`config.mk`:
```
export PLATFORM = sky130hd
export DESIGN_NAME = distance_vector_route_update
export DESIGN_NICKNAME = d
export VERILOG_FILES = /design/src/rtl/core/dvr_pkg.sv /design/src/rtl/core/dvr_ctrl.sv /design/src/rtl/core/dvr_dpath.sv /design/src/rtl/core/distance_vector_route_update.sv
export SDC_FILE = /design/constraint.sdc
export NUM_CORES = 1
export LEC_CHECK = 0
export BUFFER_PORTS_ARGS = -buffer_cell sky130_fd_sc_hd__clkbuf_2
export CAP_MARGIN = 20
export CORE_UTILIZATION = 45
export CTS_CLUSTER_SIZE = 12
export DETAILED_ROUTE_END_ITERATION = 12
export SLEW_MARGIN = 20
export SYNTH_ARGS = -nofsm -noshare
export SYNTH_HDL_FRONTEND = slang
export SYNTH_SLANG_ARGS = --single-unit
```
`constraint.sdc`:
```
create_clock -name clk -period 5.55 [get_ports clk]
set_input_delay 0.2775 -clock clk [delete_from_list [all_inputs] [get_ports clk]]
set_output_delay 0.2775 -clock clk [all_outputs]
set_load 0.005 [all_outputs]
```
`src/rtl/core/dvr_pkg.sv`:
```
// ----------------------------------------------------------------------------
// Distance-vector route update: package
// Field widths, codes, request and result types, and controller types.
// ----------------------------------------------------------------------------
`default_nettype none

package dvr_pkg;

    localparam int MODE_W     = 2;
    localparam int DEST_W     = 4;
    localparam int COST_W     = 10;
    localparam int METHOD_W   = 2;
    localparam int CFG_IDX_W  = 1;
    localparam int CFG_DATA_W = 10;

    localparam int NODE_COUNT_DEF = 16;
    localparam int MAX_RESULTS    = 16;

    localparam logic [COST_W-1:0] INFINITE_COST     = 10'd999;
    localparam logic [COST_W-1:0] COUNT_LIMIT_RESET = 10'd100;

    // Request modes
    localparam logic [MODE_W-1:0] MODE_LOAD      = 2'd0;
    localparam logic [MODE_W-1:0] MODE_RECEIVE   = 2'd1;
    localparam logic [MODE_W-1:0] MODE_ADVERTISE = 2'd2;
    localparam logic [MODE_W-1:0] MODE_NOP       = 2'd3;

    // Advertisement methods
    localparam logic [METHOD_W-1:0] METHOD_PLAIN  = 2'd0;
    localparam logic [METHOD_W-1:0] METHOD_POISON = 2'd1;
    localparam logic [METHOD_W-1:0] METHOD_SPLIT  = 2'd2;

    // Configuration register indexes
    localparam logic [CFG_IDX_W-1:0] CFG_ADVERT_METHOD = 1'b0;
    localparam logic [CFG_IDX_W-1:0] CFG_COUNT_LIMIT   = 1'b1;

    typedef struct packed {
        logic [MODE_W-1:0] mode;
        logic [DEST_W-1:0] destination;
        logic [DEST_W-1:0] peer;
        logic [COST_W-1:0] cost;
        logic              hop_valid;
    } dvr_req_t;

    typedef struct packed {
        logic [DEST_W-1:0] dest_out;
        logic [COST_W-1:0] cost_out;
        logic [DEST_W-1:0] next_hop;
        logic              next_hop_known;
        logic              suppressed;
        logic              updated;
        logic              over_limit;
        logic              any_over_limit;
        logic              last;
    } dvr_rsp_t;

    typedef struct packed {
        logic              known;
        logic [DEST_W-1:0] hop;
        logic [COST_W-1:0] cost;
    } dvr_entry_t;

    typedef enum logic [2:0] {
        ST_IDLE,
        ST_LOAD,
        ST_RX_READ,
        ST_RX_RELAX,
        ST_SW_READ,
        ST_SW_EMIT
    } dvr_state_t;

    typedef struct packed {
        logic accept;
        logic rd_relax;
        logic rd_sweep;
        logic emit_load;
        logic emit_relax;
        logic emit_sweep;
    } dvr_cmd_t;

    typedef struct packed {
        logic out_free;
        logic sweep_last;
    } dvr_sts_t;

endpackage

`default_nettype wire

```
`src/rtl/core/dvr_ctrl.sv`:
```
// ----------------------------------------------------------------------------
// Distance-vector route update: controller
// Sequences load, receive and advertise requests over the datapath.
// ----------------------------------------------------------------------------
`default_nettype none

module dvr_ctrl
    import dvr_pkg::*;
(
    input  wire logic              clk,
    input  wire logic              rst_n,
    input  wire logic              req_valid,
    input  wire logic [MODE_W-1:0] req_mode,
    output logic                   req_stall,
    input  wire dvr_sts_t          sts,
    output dvr_cmd_t               cmd
);

    dvr_state_t state_reg;
    dvr_state_t state_next;

    always_ff @(posedge clk or negedge rst_n)
    begin
        if (!rst_n)
        begin
            state_reg <= ST_IDLE;
        end
        else
        begin
            state_reg <= state_next;
        end
    end

    always_comb
    begin
        state_next = state_reg;
        unique case (state_reg)
            ST_IDLE:
            begin
                if (req_valid)
                begin
                    unique case (req_mode)
                        MODE_LOAD:      state_next = ST_LOAD;
                        MODE_RECEIVE:   state_next = ST_RX_READ;
                        MODE_ADVERTISE: state_next = ST_SW_READ;
                        default:        state_next = ST_IDLE;
                    endcase
                end
            end
            ST_LOAD:
            begin
                if (sts.out_free)
                begin
                    state_next = ST_IDLE;
                end
            end
            ST_RX_READ:
            begin
                state_next = ST_RX_RELAX;
            end
            ST_RX_RELAX:
            begin
                if (sts.out_free)
                begin
                    state_next = ST_IDLE;
                end
            end
            ST_SW_READ:
            begin
                state_next = ST_SW_EMIT;
            end
            ST_SW_EMIT:
            begin
                if (sts.out_free)
                begin
                    state_next = sts.sweep_last ? ST_IDLE : ST_SW_READ;
                end
            end
            default:
            begin
                state_next = ST_IDLE;
            end
        endcase
    end

    always_comb
    begin
        req_stall = 1'b1;
        cmd       = '0;
        unique case (state_reg)
            ST_IDLE:
            begin
                req_stall  = 1'b0;
                cmd.accept = req_valid;
            end
            ST_LOAD:
            begin
                cmd.emit_load = sts.out_free;
            end
            ST_RX_READ:
            begin
                cmd.rd_relax = 1'b1;
            end
            ST_RX_RELAX:
            begin
                cmd.emit_relax = sts.out_free;
            end
            ST_SW_READ:
            begin
                cmd.rd_sweep = 1'b1;
            end
            ST_SW_EMIT:
            begin
                cmd.emit_sweep = sts.out_free;
            end
            default:
            begin
                req_stall = 1'b1;
            end
        endcase
    end

endmodule

`default_nettype wire

```
`src/rtl/core/dvr_dpath.sv`:
```
// ----------------------------------------------------------------------------
// Distance-vector route update: datapath
// Route table memory, configuration registers, relaxation, sweep logic
// and the result register.
// ----------------------------------------------------------------------------
`default_nettype none

module dvr_dpath
    import dvr_pkg::*;
#(
    parameter int NODE_COUNT = NODE_COUNT_DEF
)
(
    input  wire logic                  clk,
    input  wire logic                  rst_n,
    input  wire dvr_req_t              req_data,
    input  wire logic                  cfg_valid,
    input  wire logic [CFG_IDX_W-1:0]  cfg_index,
    input  wire logic [CFG_DATA_W-1:0] cfg_data,
    input  wire dvr_cmd_t              cmd,
    output dvr_sts_t                   sts,
    input  wire logic                  rsp_stall,
    output logic                       rsp_valid,
    output dvr_rsp_t                   rsp_data
);

    localparam int ADDR_W  = $clog2(NODE_COUNT);
    localparam int CMP_W   = ADDR_W + DEST_W;
    localparam int SWEEP_N = (NODE_COUNT < MAX_RESULTS) ? NODE_COUNT : MAX_RESULTS;
    localparam logic [CMP_W-1:0]  NODE_LIM   = CMP_W'(NODE_COUNT);
    localparam logic [DEST_W-1:0] SWEEP_LAST = DEST_W'(SWEEP_N - 1);

    logic [METHOD_W-1:0] method_reg;
    logic [COST_W-1:0]   limit_reg;
    dvr_req_t            hold_reg;
    dvr_entry_t          rd_a_reg;
    dvr_entry_t          rd_b_reg;
    logic [DEST_W-1:0]   sweep_cnt_reg;
    logic                seen_reg;
    logic                rsp_valid_reg;
    dvr_rsp_t            rsp_data_reg;

    dvr_entry_t route_mem [NODE_COUNT];

    logic [CMP_W-1:0]  dest_ext;
    logic [CMP_W-1:0]  peer_ext;
    logic [CMP_W-1:0]  sweep_ext;
    logic [ADDR_W-1:0] addr_dest;
    logic [ADDR_W-1:0] addr_peer;
    logic [ADDR_W-1:0] addr_b;
    logic              dest_ok;
    logic              peer_ok;
    logic [COST_W-1:0] in_cost;
    logic [COST_W-1:0] own_cost;
    logic [COST_W:0]   sum_raw;
    logic [COST_W-1:0] sum_cost;
    logic              better;
    logic              via;
    logic              sweep_ov;
    logic              mem_we;
    dvr_entry_t        wr_entry;
    dvr_rsp_t          load_rsp;
    dvr_rsp_t          relax_rsp;
    dvr_rsp_t          sweep_rsp;
    logic              emit;

    function automatic logic over_limit_f(input logic [COST_W-1:0] c,
                                          input logic [COST_W-1:0] lim);
        over_limit_f = (c > lim) && (c < INFINITE_COST);
    endfunction

    // Configuration registers
    always_ff @(posedge clk or negedge rst_n)
    begin
        if (!rst_n)
        begin
            method_reg <= METHOD_PLAIN;
            limit_reg  <= COUNT_LIMIT_RESET;
        end
        else if (cfg_valid)
        begin
            if (cfg_index == CFG_ADVERT_METHOD)
            begin
                method_reg <= cfg_data[METHOD_W-1:0];
            end
            else
            begin
                limit_reg <= cfg_data[COST_W-1:0];
            end
        end
    end

    // Hold the accepted request, cost saturated at infinity
    assign in_cost = (req_data.cost > INFINITE_COST) ? INFINITE_COST : req_data.cost;

    always_ff @(posedge clk)
    begin
        if (cmd.accept)
        begin
            hold_reg <= '{mode: req_data.mode, destination: req_data.destination,
                          peer: req_data.peer, cost: in_cost,
                          hop_valid: req_data.hop_valid};
        end
    end

    assign dest_ext  = {{ADDR_W{1'b0}}, hold_reg.destination};
    assign peer_ext  = {{ADDR_W{1'b0}}, hold_reg.peer};
    assign sweep_ext = {{ADDR_W{1'b0}}, sweep_cnt_reg};
    assign addr_dest = dest_ext[ADDR_W-1:0];
    assign addr_peer = peer_ext[ADDR_W-1:0];
    assign dest_ok   = dest_ext < NODE_LIM;
    assign peer_ok   = peer_ext < NODE_LIM;
    assign addr_b    = cmd.rd_sweep ? sweep_ext[ADDR_W-1:0] : addr_dest;

    // Route table: one write port, two registered read ports
    always_ff @(posedge clk)
    begin
        if (mem_we)
        begin
            route_mem[addr_dest] <= wr_entry;
        end
        if (cmd.rd_relax)
        begin
            rd_a_reg <= route_mem[addr_peer];
        end
        if (cmd.rd_relax || cmd.rd_sweep)
        begin
            rd_b_reg <= route_mem[addr_b];
        end
    end

    // Relaxation: own cost to sender plus advertised cost, saturated
    assign own_cost = peer_ok ? rd_a_reg.cost : INFINITE_COST;
    assign sum_raw  = {1'b0, own_cost} + {1'b0, hold_reg.cost};
    assign sum_cost = (sum_raw > {1'b0, INFINITE_COST}) ? INFINITE_COST
                                                        : sum_raw[COST_W-1:0];
    assign better   = sum_cost < rd_b_reg.cost;

    always_comb
    begin
        mem_we   = 1'b0;
        wr_entry = '{known: hold_reg.hop_valid, hop: hold_reg.peer, cost: hold_reg.cost};
        if (cmd.emit_load)
        begin
            mem_we = dest_ok;
        end
        else if (cmd.emit_relax)
        begin
            mem_we   = dest_ok && better;
            wr_entry = '{known: 1'b1, hop: hold_reg.peer, cost: sum_cost};
        end
    end

    always_comb
    begin
        load_rsp          = '0;
        load_rsp.dest_out = hold_reg.destination;
        load_rsp.last     = 1'b1;
        load_rsp.cost_out = INFINITE_COST;
        if (dest_ok)
        begin
            load_rsp.cost_out       = hold_reg.cost;
            load_rsp.next_hop       = hold_reg.peer;
            load_rsp.next_hop_known = hold_reg.hop_valid;
            load_rsp.over_limit     = over_limit_f(hold_reg.cost, limit_reg);
        end
    end

    always_comb
    begin
        relax_rsp          = '0;
        relax_rsp.dest_out = hold_reg.destination;
        relax_rsp.last     = 1'b1;
        relax_rsp.cost_out = INFINITE_COST;
        if (dest_ok)
        begin
            relax_rsp.cost_out       = better ? sum_cost : rd_b_reg.cost;
            relax_rsp.next_hop       = better ? hold_reg.peer : rd_b_reg.hop;
            relax_rsp.next_hop_known = better || rd_b_reg.known;
            relax_rsp.updated        = better;
            relax_rsp.over_limit     = over_limit_f(relax_rsp.cost_out, limit_reg);
        end
    end

    // Advertisement of one table entry to the neighbor in hold_reg.peer
    assign via = rd_b_reg.known && (rd_b_reg.hop == hold_reg.peer)
                 && (sweep_cnt_reg != hold_reg.peer);
    assign sweep_ov = over_limit_f(rd_b_reg.cost, limit_reg);

    always_comb
    begin
        sweep_rsp                = '0;
        sweep_rsp.dest_out       = sweep_cnt_reg;
        sweep_rsp.cost_out       = rd_b_reg.cost;
        sweep_rsp.next_hop       = rd_b_reg.hop;
        sweep_rsp.next_hop_known = rd_b_reg.known;
        sweep_rsp.over_limit     = sweep_ov;
        sweep_rsp.last           = sts.sweep_last;
        sweep_rsp.any_over_limit = sts.sweep_last && (seen_reg || sweep_ov);
        if (via && (method_reg == METHOD_POISON))
        begin
            sweep_rsp.cost_out = INFINITE_COST;
        end
        else if (via && (method_reg == METHOD_SPLIT))
        begin
            sweep_rsp.suppressed = 1'b1;
        end
    end

    // Sweep position and over-limit accumulation
    always_ff @(posedge clk or negedge rst_n)
    begin
        if (!rst_n)
        begin
            sweep_cnt_reg <= '0;
            seen_reg      <= 1'b0;
        end
        else if (cmd.accept)
        begin
            sweep_cnt_reg <= '0;
            if (req_data.mode == MODE_ADVERTISE)
            begin
                seen_reg <= 1'b0;
            end
        end
        else if (cmd.emit_sweep)
        begin
            sweep_cnt_reg <= sweep_cnt_reg + 1'b1;
            seen_reg      <= seen_reg || sweep_ov;
        end
    end

    assign sts = '{out_free: !rsp_valid_reg || !rsp_stall,
                   sweep_last: sweep_cnt_reg == SWEEP_LAST};

    // Result register
    assign emit = cmd.emit_load || cmd.emit_relax || cmd.emit_sweep;

    always_ff @(posedge clk or negedge rst_n)
    begin
        if (!rst_n)
        begin
            rsp_valid_reg <= 1'b0;
        end
        else if (emit)
        begin
            rsp_valid_reg <= 1'b1;
        end
        else if (!rsp_stall)
        begin
            rsp_valid_reg <= 1'b0;
        end
    end

    always_ff @(posedge clk)
    begin
        if (cmd.emit_load)
        begin
            rsp_data_reg <= load_rsp;
        end
        else if (cmd.emit_relax)
        begin
            rsp_data_reg <= relax_rsp;
        end
        else if (cmd.emit_sweep)
        begin
            rsp_data_reg <= sweep_rsp;
        end
    end

    assign rsp_valid = rsp_valid_reg;
    assign rsp_data  = rsp_data_reg;

endmodule

`default_nettype wire

```
`src/rtl/core/distance_vector_route_update.sv`:
```
// ----------------------------------------------------------------------------
// Distance-vector route update: top level
// One router's cost and next-hop table with load, receive and advertise.
// ----------------------------------------------------------------------------
// A request on req_data selects a mode. Load writes one table entry and
// returns it. Receive adds the stored cost to the sender to the advertised
// cost (saturating at 999), keeps the sum with the sender as next hop when it
// is strictly lower, and returns the entry, with updated set if it improved.
// Advertise sweeps the table in destination order, one result per entry,
// applying poisoned reverse or split horizon as set in advert_method; the
// last result carries last and the over-limit summary of the sweep. Mode
// three is dropped with no result. Load registers its result from the held
// request; receive first does the registered reads of the sender and
// destination entries, then relaxes and writes back; advertise does, for each
// entry, a registered table read followed by the result load. The table has
// one write and two read ports and no reset: read only entries already
// loaded. No clearing pass runs after reset. Configuration writes are always
// taken (cfg_ready high) and must only be issued while the block is idle.
// ----------------------------------------------------------------------------
`default_nettype none

module distance_vector_route_update
    import dvr_pkg::*;
#(
    parameter int NODE_COUNT = NODE_COUNT_DEF
)
(
    input  wire logic                  clk,
    input  wire logic                  rst_n,

    input  wire logic                  req_valid,
    output logic                       req_stall,
    input  wire dvr_req_t              req_data,

    output logic                       rsp_valid,
    input  wire logic                  rsp_stall,
    output dvr_rsp_t                   rsp_data,

    input  wire logic                  cfg_valid,
    output logic                       cfg_ready,
    input  wire logic [CFG_IDX_W-1:0]  cfg_index,
    input  wire logic [CFG_DATA_W-1:0] cfg_data
);

    dvr_cmd_t cmd;
    dvr_sts_t sts;

    // Register writes are always taken
    assign cfg_ready = 1'b1;

    // Sequence each request through the datapath
    dvr_ctrl u_ctrl (
        .clk       (clk),
        .rst_n     (rst_n),
        .req_valid (req_valid),
        .req_mode  (req_data.mode),
        .req_stall (req_stall),
        .sts       (sts),
        .cmd       (cmd)
    );

    // Hold the table, the registers and the result stage
    dvr_dpath #(
        .NODE_COUNT (NODE_COUNT)
    ) u_dpath (
        .clk       (clk),
        .rst_n     (rst_n),
        .req_data  (req_data),
        .cfg_valid (cfg_valid && cfg_ready),
        .cfg_index (cfg_index),
        .cfg_data  (cfg_data),
        .cmd       (cmd),
        .sts       (sts),
        .rsp_stall (rsp_stall),
        .rsp_valid (rsp_valid),
        .rsp_data  (rsp_data)
    );

endmodule

`default_nettype wire

```
-- Word-level counts from Yosys, hierarchy flattened
Memories as Yosys holds them, arrays and structs flattened. A register that Yosys moved wholly into a read port is not among the register bits.
Cells that the tools add are included.
- bits in registers: 64
- RAM bits: 240
- word-level logic and storage cells: 120
- bits of input ports: 37
- output and inout bits: 27
- memories: 1
- memory list (name ; words ; width ; rd ports ; clocked after Yosys merged registers in ; wr ports ; RTL line ; source):
    u_dpath.route_mem ; 16 ; 15 ; 2 ; 2 ; 1 ; dvr_dpath.sv:43 ; dvr_entry_t route_mem [NODE_COUNT];
- muxes and demuxes: 41
- reduce and logical (&&, ||, !) cells: 28
- bitwise operators: 1
- $add $sub $neg: 2
- equal/unequal tests: 17
- $lt $le $gt $ge: 11
- operators with widths (kind ; number):
    $mux W24 ; 3
    $mux W15 ; 4
    $mux W10 ; 4
    $gt A10 B10 Y1 ; 3
    $lt A10 B10 Y1 const B ; 3
    $mux W1 ; 19
    $mux W4 ; 4
    $pmux W3 S5 ; 1
    $mux W3 ; 4
    $add A10 B10 Y11 ; 1
    $gt A11 B10 Y1 const B ; 1
    $gt A10 B10 Y1 const B ; 1
    $lt A10 B10 Y1 ; 1
    $lt A4 B5 Y1 const B ; 2
    $logic_and A1 B1 Y1 ; 9
    $pmux W3 S3 ; 1
    $ne A2 B1 Y1 const B ; 4
    $eq A3 B2 Y1 const B ; 2
    $eq A3 B3 Y1 const B ; 2
    $logic_or A1 B1 Y1 ; 6
    $reduce_and A2 Y1 ; 3
    $add A4 B1 Y4 const B ; 1
    $eq A2 B1 Y1 const B ; 2
    $eq A2 B2 Y1 const B ; 2
    14 further kinds ; 17

-- Depth between registers and ports, before layout
Gate-level depths: netlist of run 1.
- word-level depth: 12
- gate-level depth with buffers: 31
- depth with buffers taken out: 30

-- Modules after synthesis
Synthesis of run 1 repeated with hierarchy kept, for this count alone.
- cell total of the unflattened synthesis: 1015
- area, all modules: 15982.8 um^2
- modules (own cells, without submodules) (module ; area an instance (um^2) ; cells each ; instances):
    dvr_dpath ; 15768.9 ; 990 ; 1
    dvr_ctrl ; 202.7 ; 23 ; 1
    distance_vector_route_update ; 11.3 ; 2 ; 1

-- Worst setup path after synthesis of run 1
OpenSTA, ideal clock, no wires.
- kind: flip-flop to flip-flop
- start point: register u_dpath.hold_reg[1] in the netlist's numbering
- end point: register u_dpath.rsp_data_reg, in the netlist u_dpath.rsp_data[2] (data pin)
- path buffers: 2
- data required time: 5288 ps
- setup time: 262 ps
- arrival: 5680 ps
- stages on the path, launching flop included: 32
- path slack: -393 ps
- clock period less this slack: 5943 ps
- path through: edfxtp_1 > ha_1 > fa_1 > a211oi_1 > o31a_1 > o21ai_2 > xnor2_1 > or4_4 > o21a_1 > buf_2 > nand2_1 > ha_1 > a21oi_1 > a311oi_1 > nor2_1 > nand2_1 > o211ai_1 > o211ai_4 > nand2_2 > buf_6 > mux2i_1 > inv_1 > ha_1 > nor2b_1 > o21ai_0 > nand2b_1 > a21oi_1 > nor3b_1 > nor3b_1 > a21oi_1 > o211ai_1 > o31ai_1
- word-level cells in the longest chain between the ends: 10
- elaborated cells between the ends (all ways): 15
- RTL lines (what ; RTL line ; source):
    start: declaration ; dvr_dpath.sv:35 ; dvr_req_t hold_reg;
    start signal: assignment ; dvr_dpath.sv:100 ; hold_reg <= '{mode: req_data.mode, destination: req_data.destination,
    $add A10 B10 Y11 ; dvr_dpath.sv:134 ; assign sum_raw = {1'b0, own_cost} + {1'b0, hold_reg.cost};
    $gt A11 B10 Y1 ; dvr_dpath.sv:135 ; assign sum_cost = (sum_raw > {1'b0, INFINITE_COST}) ? INFINITE_COST
    $mux W10 ; dvr_dpath.sv:135 ;
    $lt A10 B10 Y1 ; dvr_dpath.sv:137 ; assign better = sum_cost < rd_b_reg.cost;
    $mux W10 ; dvr_dpath.sv:177 ; relax_rsp.cost_out = better ? sum_cost : rd_b_reg.cost;
    $gt A10 B10 Y1 or $lt A10 B10 Y1 (tied branches) ; dvr_dpath.sv:69 ; over_limit_f = (c > lim) && (c < INFINITE_COST);
    $logic_and A1 B1 Y1 ; dvr_dpath.sv:69 ;
    $mux W2 ; dvr_dpath.sv:175 ; if (dest_ok)
    $mux W24 ; dvr_dpath.sv:261 ; else if (cmd.emit_relax)
    $mux W24 (*) ; dvr_dpath.sv:257 ; if (cmd.emit_load)
    end signal: assignment ; dvr_dpath.sv:259 ; rsp_data_reg <= load_rsp;
    end signal: assignment ; dvr_dpath.sv:263 ; rsp_data_reg <= relax_rsp;
    end signal: assignment ; dvr_dpath.sv:267 ; rsp_data_reg <= sweep_rsp;
    end: declaration ; dvr_dpath.sv:41 ; dvr_rsp_t rsp_data_reg;
Every way passes the cells marked *; elsewhere a longest branch is shown, timed or not.
A chain may end at the register's enable or synchronous reset.

-- Final worst setup path of run 1
Same ends and word-level chain as after synthesis.

==> results.yml, run 1 <==
timing:
  holdWs_ns: 0.0218
  period_needed_ns: 5.61
  clock_skew_ns: 0.0173
  tightest_slew_ns: 1.02
  setup_viol: 1
  relSlewSlack_pct: 30.9
  rsz0062_at_grt: "true"
  fmax_mhz: 178
  worst_slack_ns: -0.0589
  slew_viol_final: 0
  timing.final.crit_share_pct: 101
  setup_tns_ns: -0.0589
  hold_viol_final: 0
clock_network:
  cts_sinks: 329
  cts_tree: "built"
  clk_path_buf_depth: 3
  cts_root_buf: "clkbuf_16"
  clk_pin_slew_ns: 0.06
  numCtsBuffers: 36
  insertion_delay_ns: 0.53
  htreeDepth: 2
route:
  routedWlPerCell_um: 25.2
  detail-route-antenna-nets: 0
  vias: 10213
  drc_errors: 0
  viasPerCell: 6.04
  firstDrtPassIters: 6
  routed_wl_um: 42700
  drt_iter0_drc: 824
global_route:
  grt_pass1_vias: 10374
  grt_first_pass_wirelength_um: 64000
  antenna_found_initial: 0
  grt_usage_pct: 24.2
  grt_max_degree: 58
  gr-total-overflow: 0
setup_path:
  required_ns: 5.81
  worstPathArrival_ns: 5.87
  start_kind: "flip-flop"
  crit_type: "reg2reg"
  critPathCaptureType: "flip-flop"
  r2r_start: "u_dpath.hold_reg[1]"
  reg2reg_depth: 25
  max_stage_delay_ns: 0.46
  reg2reg_slack_ns: -0.06
  crit_fanout: 4
  timing.rr.end: "u_dpath.rsp_data[2]"
  crit_slowest_cell: "or4_4"
power_and_ir_drop:
  power_switching_uw: 3310
  p_comb_share_pct: 40.7
  vdd_drop_max_uv: 291
  p_int_uw: 6360
  p_seq_share_pct: 35.4
  power_density_mw_per_mm2: 502
  total_power_uw: 9670
  power_leakage_uw: 0.00691
  swShare_pct: 34.2
  p_clk_share_pct: 23.9
run:
  cap_violations: 0
yosys:
  synth_edf_count: 304
  synth_fp_nets: 1117
  syn_avg_cell_area_um2: 15.5
  synth.distinct_cells: 75
  syn_area_mm2: 0.0159
  ys_warn_count: 0
  synthCells: 1032
  ys_seq_area_share_pct: 61.1
  async_flop_share_pct: 6.38
  yosys_most_used_dff: "edfxtp_1"
  synth_seq_cells: 329
place:
  hpwlAfterDp_um: 28900
  io_buffers: 62
  place_congestion: 0.933
layout:
  mostFrequentLayoutCell: "edfxtp_1"
  final_cell_mix: "edfxtp_1 (304), mux4_2 (110), buf_4 (105)"
  largest_reg_flops: 240
  syn2layout_area_growth_pct: 20.7
  diodes: 0
  fin_nets: 1298
  drive_gt1_share_pct: 32.1
  final_core_util_pct: 55.5
run_status:
  status: "complete, but fails checks"
  violations: "negative setup slack"
worst_hold_path:
  holdPathStages: 3
  min_path_type: "in2reg"
  hold_start: "rsp_stall"
  holdPathEnd: "u_dpath.rsp_valid"
floorplanning:
  dieWidth_um: 190
  initial_core_util_pct: 45.9
  die_y_um: 190
  ios: 64
  core_area_mm2: 0.0347
  rows: 68
  die-area_mm2: 0.0362
==> cells in the mapped netlist (9+ instances only) <==
cell / count / share of area (%)
edfxtp_1: 304 / 57
a31oi_1: 27 / 1.1
a211oi_1: 18 / 0.85
nand4_1: 11 / 0.43
nand2_1: 83 / 2.0
a21o_1: 10 / 0.47
mux4_2: 110 / 16
o21a_1: 10 / 0.47
ha_1: 47 / 3.7
a21oi_1: 27 / 0.85
dfrtp_1: 18 / 2.8
o21ai_0: 28 / 0.88
mux2_2: 12 / 0.85
and2_1: 17 / 0.67
inv_1: 35 / 0.82
nand3_1: 20 / 0.63
nor3_1: 9 / 0.28
nand2b_1: 10 / 0.39
nor2_1: 42 / 0.99
clkbuf_1: 47 / 1.1
==> timing repair <==
action	in CTS	in global routing
endpoints found under the hold margin	42	0
setup buffers	4	0
pin swaps	9	2
hold buffers	25	0
setup endpoints to repair	1	14
resized for setup	10	10
==> per-layer routing <==
metal / track usage (%) / share of wire [%] / vias to the layer above
met3: 4.05 / 7.3 / 95
met2: 39.4 / 48 / 421
met4: 9.14 / 3.7 / 0
met5: 0 / 0 / -
met1: 32.8 / 41 / 5188
li1: - / - / 4509
==> worst max-delay path: cells and delay by family, from the launching register on <==
kind            cells  cell delay (ns)
simple gates        5             0.93
flops               1             0.41
mux                 1             0.33
xor+xnor            1             0.15
compound gates     13             2.32
buf+inv             1             0.15
fa+ha+maj           4             1.05
==> logic make-up after synthesis <==
logic type	count (synthesis)	share of synthesized area, %
xor+xnor	16	0.879
simple gates	232	7.12
mux	132	17.1
fa+ha+maj	48	3.81
other cells	1	0.0235
flops	329	61.1
buf+inv	98	2.44
compound gates	176	7.60
==> power by group through the flow <==
| stage | Combinational (µW) | Sequential [µW] | Clock (µW) |
|---|---|---|---|
| floorplan | 2420 | 3350 | 0 |
| global placement | 3730 | 3460 | 0 |
| detailed placement | 3750 | 3470 | 0 |
| CTS | 3870 | 3420 | 2360 |
| global route | 4270 | 3460 | 2450 |
| finish | 3930 | 3420 | 2310 |
==> worst max-delay path by stage <==
| stage | from | end | slack, ns | depth (start not counted) |
|---|---|---|---|---|
| global route | u_dpath.hold_reg[1] | u_dpath.rsp_data[2] | -0.37 | 28 |
| CTS | u_dpath.hold_reg[3] | u_dpath.rsp_data[2] | -0.03 | 27 |
| floorplan | u_dpath.hold_reg[1] | u_dpath.rsp_data[2] | -0.09 | 31 |
| detailed placement | u_dpath.hold_reg[1] | u_dpath.rsp_data[2] | -0.31 | 26 |
| global placement | u_dpath.hold_reg[1] | u_dpath.rsp_data[2] | -0.16 | 26 |
| finish | u_dpath.hold_reg[1] | u_dpath.rsp_data[2] | -0.06 | 25 |
==> stage by stage <==
stage	instances	cell area [µm²]	setup WS, ns
floorplan	1032	16000	-0.0871
global placement	1600	17700	-0.159
detailed placement	1600	17700	-0.310
CTS	1690	19200	-0.0327
global route	1691	19300	-0.372
finish	1691	19300	-0.0589
==> area by class of cell <==
class | instances | area [µm²]
clock inverter | 11 | 160
inverter | 36 | 135
clock buffer | 50 | 975
tap | 455 | 569
multi-input combinational | 605 | 6090
sequential | 329 | 9740
fill | 2801 | 15500
timing repair buffer | 205 | 1590
Power figures use the tool's default switching activity.
==> run 2: changes to the inputs <==
--- a/config.mk
+++ b/config.mk
@@ -10,7 +10,9 @@
 export CORE_UTILIZATION = 45
 export CTS_CLUSTER_SIZE = 12
 export DETAILED_ROUTE_END_ITERATION = 12
+export RECOVER_POWER = 25
 export SLEW_MARGIN = 20
 export SYNTH_ARGS = -nofsm -noshare
 export SYNTH_HDL_FRONTEND = slang
+export SYNTH_HIERARCHICAL = 1
 export SYNTH_SLANG_ARGS = --single-unit
==> run 2 against run 1 <==
The run ends with max-capacitance violations, max-slew violations left. Design area fell by 2.5%. Maximum frequency rose by 4.3%. Non-clock buffer count fell by 45. Setup slack improved by 0.23 ns. Clock skew fell by 0.0028 ns. Via count fell by 4.6%. Synthesized area rose by 0.22%. Critical path type unchanged. Critical endpoint is now u_dpath/rsp_data[2]. Largest power group is now registers. Highest routed layer unchanged.
==> results.yml, run 2 <==
yosys:
  ys_warn_count: 6
  ys_seq_area_share_pct: 60.9
  async_flop_share_pct: 6.38
  synth_top_area_share_pct: 57.1
  synth_edf_count: 304
  synthTopCellsByArea: "edfxtp_1 (57%), mux4_2 (16%), ha_1 (3.7%)"
  yosys_most_used_dff: "edfxtp_1"
  synth.distinct_cells: 74
  synth_fp_nets: 1100
  synth_commonest_cells: "edfxtp_1 (304), mux4_2 (110), nand2_1 (82)"
  synth_seq_cells: 329
  syn_area_mm2: 0.0160
  syn_avg_cell_area_um2: 15.7
  synthCells: 1015
  synth_top_area_cell: "edfxtp_1"
  yosysMostFrequentCell: "edfxtp_1"
timing:
  worst_slack_ns: 0.171
  hold_viol_final: 0
  setup_viol: 0
  fmax_mhz: 186
  tightest_slew_ns: 2.93
  clock_skew_ns: 0.0145
  rsz0062_at_grt: "true"
  setup_tns_ns: 0
  timing.final.crit_share_pct: 96.9
  period_needed_ns: 5.38
  relSlewSlack_pct: -95.2
  slew_viol_final: 174
layout:
  finish.instance_area_mm2: 0.0188
  final_core_util_pct: 54.1
  largest_reg_flops: 240
  syn2layout_area_growth_pct: 17.5
  mostFrequentLayoutCell: "edfxtp_1"
  final_cell_mix: "edfxtp_1 (304), mux4_2 (110), nand2_1 (82)"
  fillers: 2830
  diodes: 0
  drive_gt1_share_pct: 30.0
  fin_nets: 1237
route:
  routedWlPerCell_um: 24.9
  vias: 9748
  detail-route-antenna-nets: 0
  routed_wl_um: 40600
  firstDrtPassIters: 5
  drt_iter0_drc: 763
  viasPerCell: 5.97
  drc_errors: 0
place:
  place_ws_ns: -0.127
  hpwlAfterDp_um: 26100
  post_dp_cell_area_mm2: 0.0173
  place_congestion: 0.896
  io_buffers: 62
clock_network:
  insertion_delay_ns: 0.54
  clk_pin_slew_ns: 0.05
  numCtsBuffers: 37
  clk_path_buf_depth: 3
  cts_tree: "built"
  cts_sinks: 329
  cts_root_buf: "clkbuf_16"
  htreeDepth: 2
global_route:
  grt_pass1_vias: 9931
  gr-total-overflow: 0
  grt_usage_pct: 23.1
  grt_first_pass_wirelength_um: 61400
  grt_max_degree: 45
  antenna_found_initial: 1
worst_hold_path:
  min_path_type: "in2reg"
setup_path:
  crit_type: "reg2reg"
  crit_fanout: 4
  critPathCaptureType: "flip-flop"
  required_ns: 5.84
  start_kind: "flip-flop"
  worstPathArrival_ns: 5.67
  crit_slowest_cell: "edfxtp_1"
  max_stage_delay_ns: 0.43
power_and_ir_drop:
  power_density_mw_per_mm2: 460
  power_leakage_uw: 0.00653
  total_power_uw: 8640
  vdd_drop_max_uv: 275
floorplanning:
  initial_core_util_pct: 46.0
  dieWidth_um: 190
  die-area_mm2: 0.0363
  die_y_um: 190
  core_area_mm2: 0.0347
  ios: 64
  rows: 68
run:
  cap_violations: 5
run_status:
  status: "complete, but fails checks"
  violations: "max-capacitance violations, max-slew violations"
-- run 2: path summary, 6_finish.rpt --
check                                         start                  endpoint  slack (ns)  cells after the start
worst max-delay path            u_dpath/rd_a_reg[0]       u_dpath/rsp_data[2]        0.17                     25
worst min-delay path                    cfg_data[1]     u_dpath/method_reg[1]        0.01                      2
worst max register to register  u_dpath/rd_a_reg[0]       u_dpath/rsp_data[2]        0.17                     25
worst min register to register  u_dpath/rsp_data[3]       u_dpath/rsp_data[3]        0.46                      2
max in group asynchronous                     rst_n      u_dpath/limit_reg[9]        4.34                      2
min in group asynchronous                     rst_n  u_dpath/sweep_cnt_reg[1]        0.51                      2
-- run 2: layer usage --
layer / up-vias / global-route usage, % / share of wire (%)
met3: 63 / 3.59 / 5.6
met5: - / 0 / 0
li1: 4320 / - / -
met1: 5039 / 32.3 / 44
met4: 0 / 5.75 / 1.9
met2: 326 / 37.8 / 48
-- run 2: repair_timing --
action	in CTS	in global routing
endpoints found under the hold margin	41	0
setup buffers	2	3
resized for setup	9	14
pin swaps	3	15
hold buffers	23	0
endpoints found under the setup margin	1	1
-- run 2: stage by stage --
stage	hold WS [ns]	instances
final	0.0134	1632
after global routing	0.0183	1632
after CTS	0.00913	1629
after detailed placement	0.289	1540
after global placement	0.285	1540
after floorplan	-0.0181	1015
-- run 2: power by group --
part           internal [µW]  switching (µW)
clock network           1330             965
logic                   1390            1660
registers               3090             205
total                   5810            2830
-- run 2: layout make-up --
| type | instances | area (µm²) | area share [%] |
|---|---|---|---|
| flip-flops and latches | 329 | 9740 | 51.9 |
| multi-input cells | 596 | 6130 | 32.7 |
| repair buffers | 160 | 1100 | 5.84 |
| clock buffers | 49 | 1010 | 5.39 |
| well taps | 455 | 569 | 3.03 |
| clock inverters | 15 | 121 | 0.646 |
| inverters | 28 | 105 | 0.560 |
-- run 2: logic make-up after synthesis --
group | count (synthesis) | synth area share, %
multiplexers | 143 | 17.8
adder cells (fa/ha/maj) | 48 | 3.80
other | 1 | 0.0235
XOR/XNOR | 19 | 1.09
AO/OA/AOI/OAI | 147 | 6.58
buffers and inverters | 90 | 2.29
AND/OR/NAND/NOR | 238 | 7.45
flip-flops | 329 | 60.9
-- run 2: worst max-delay path, delay by kind of cell, from the launching register on --
kind            cells  cell delay (ns)
compound gates      8             1.43
fa+ha+maj           4             1.13
simple gates        8             1.12
mux                 2             0.62
flops               1             0.43
buf+inv             3             0.39
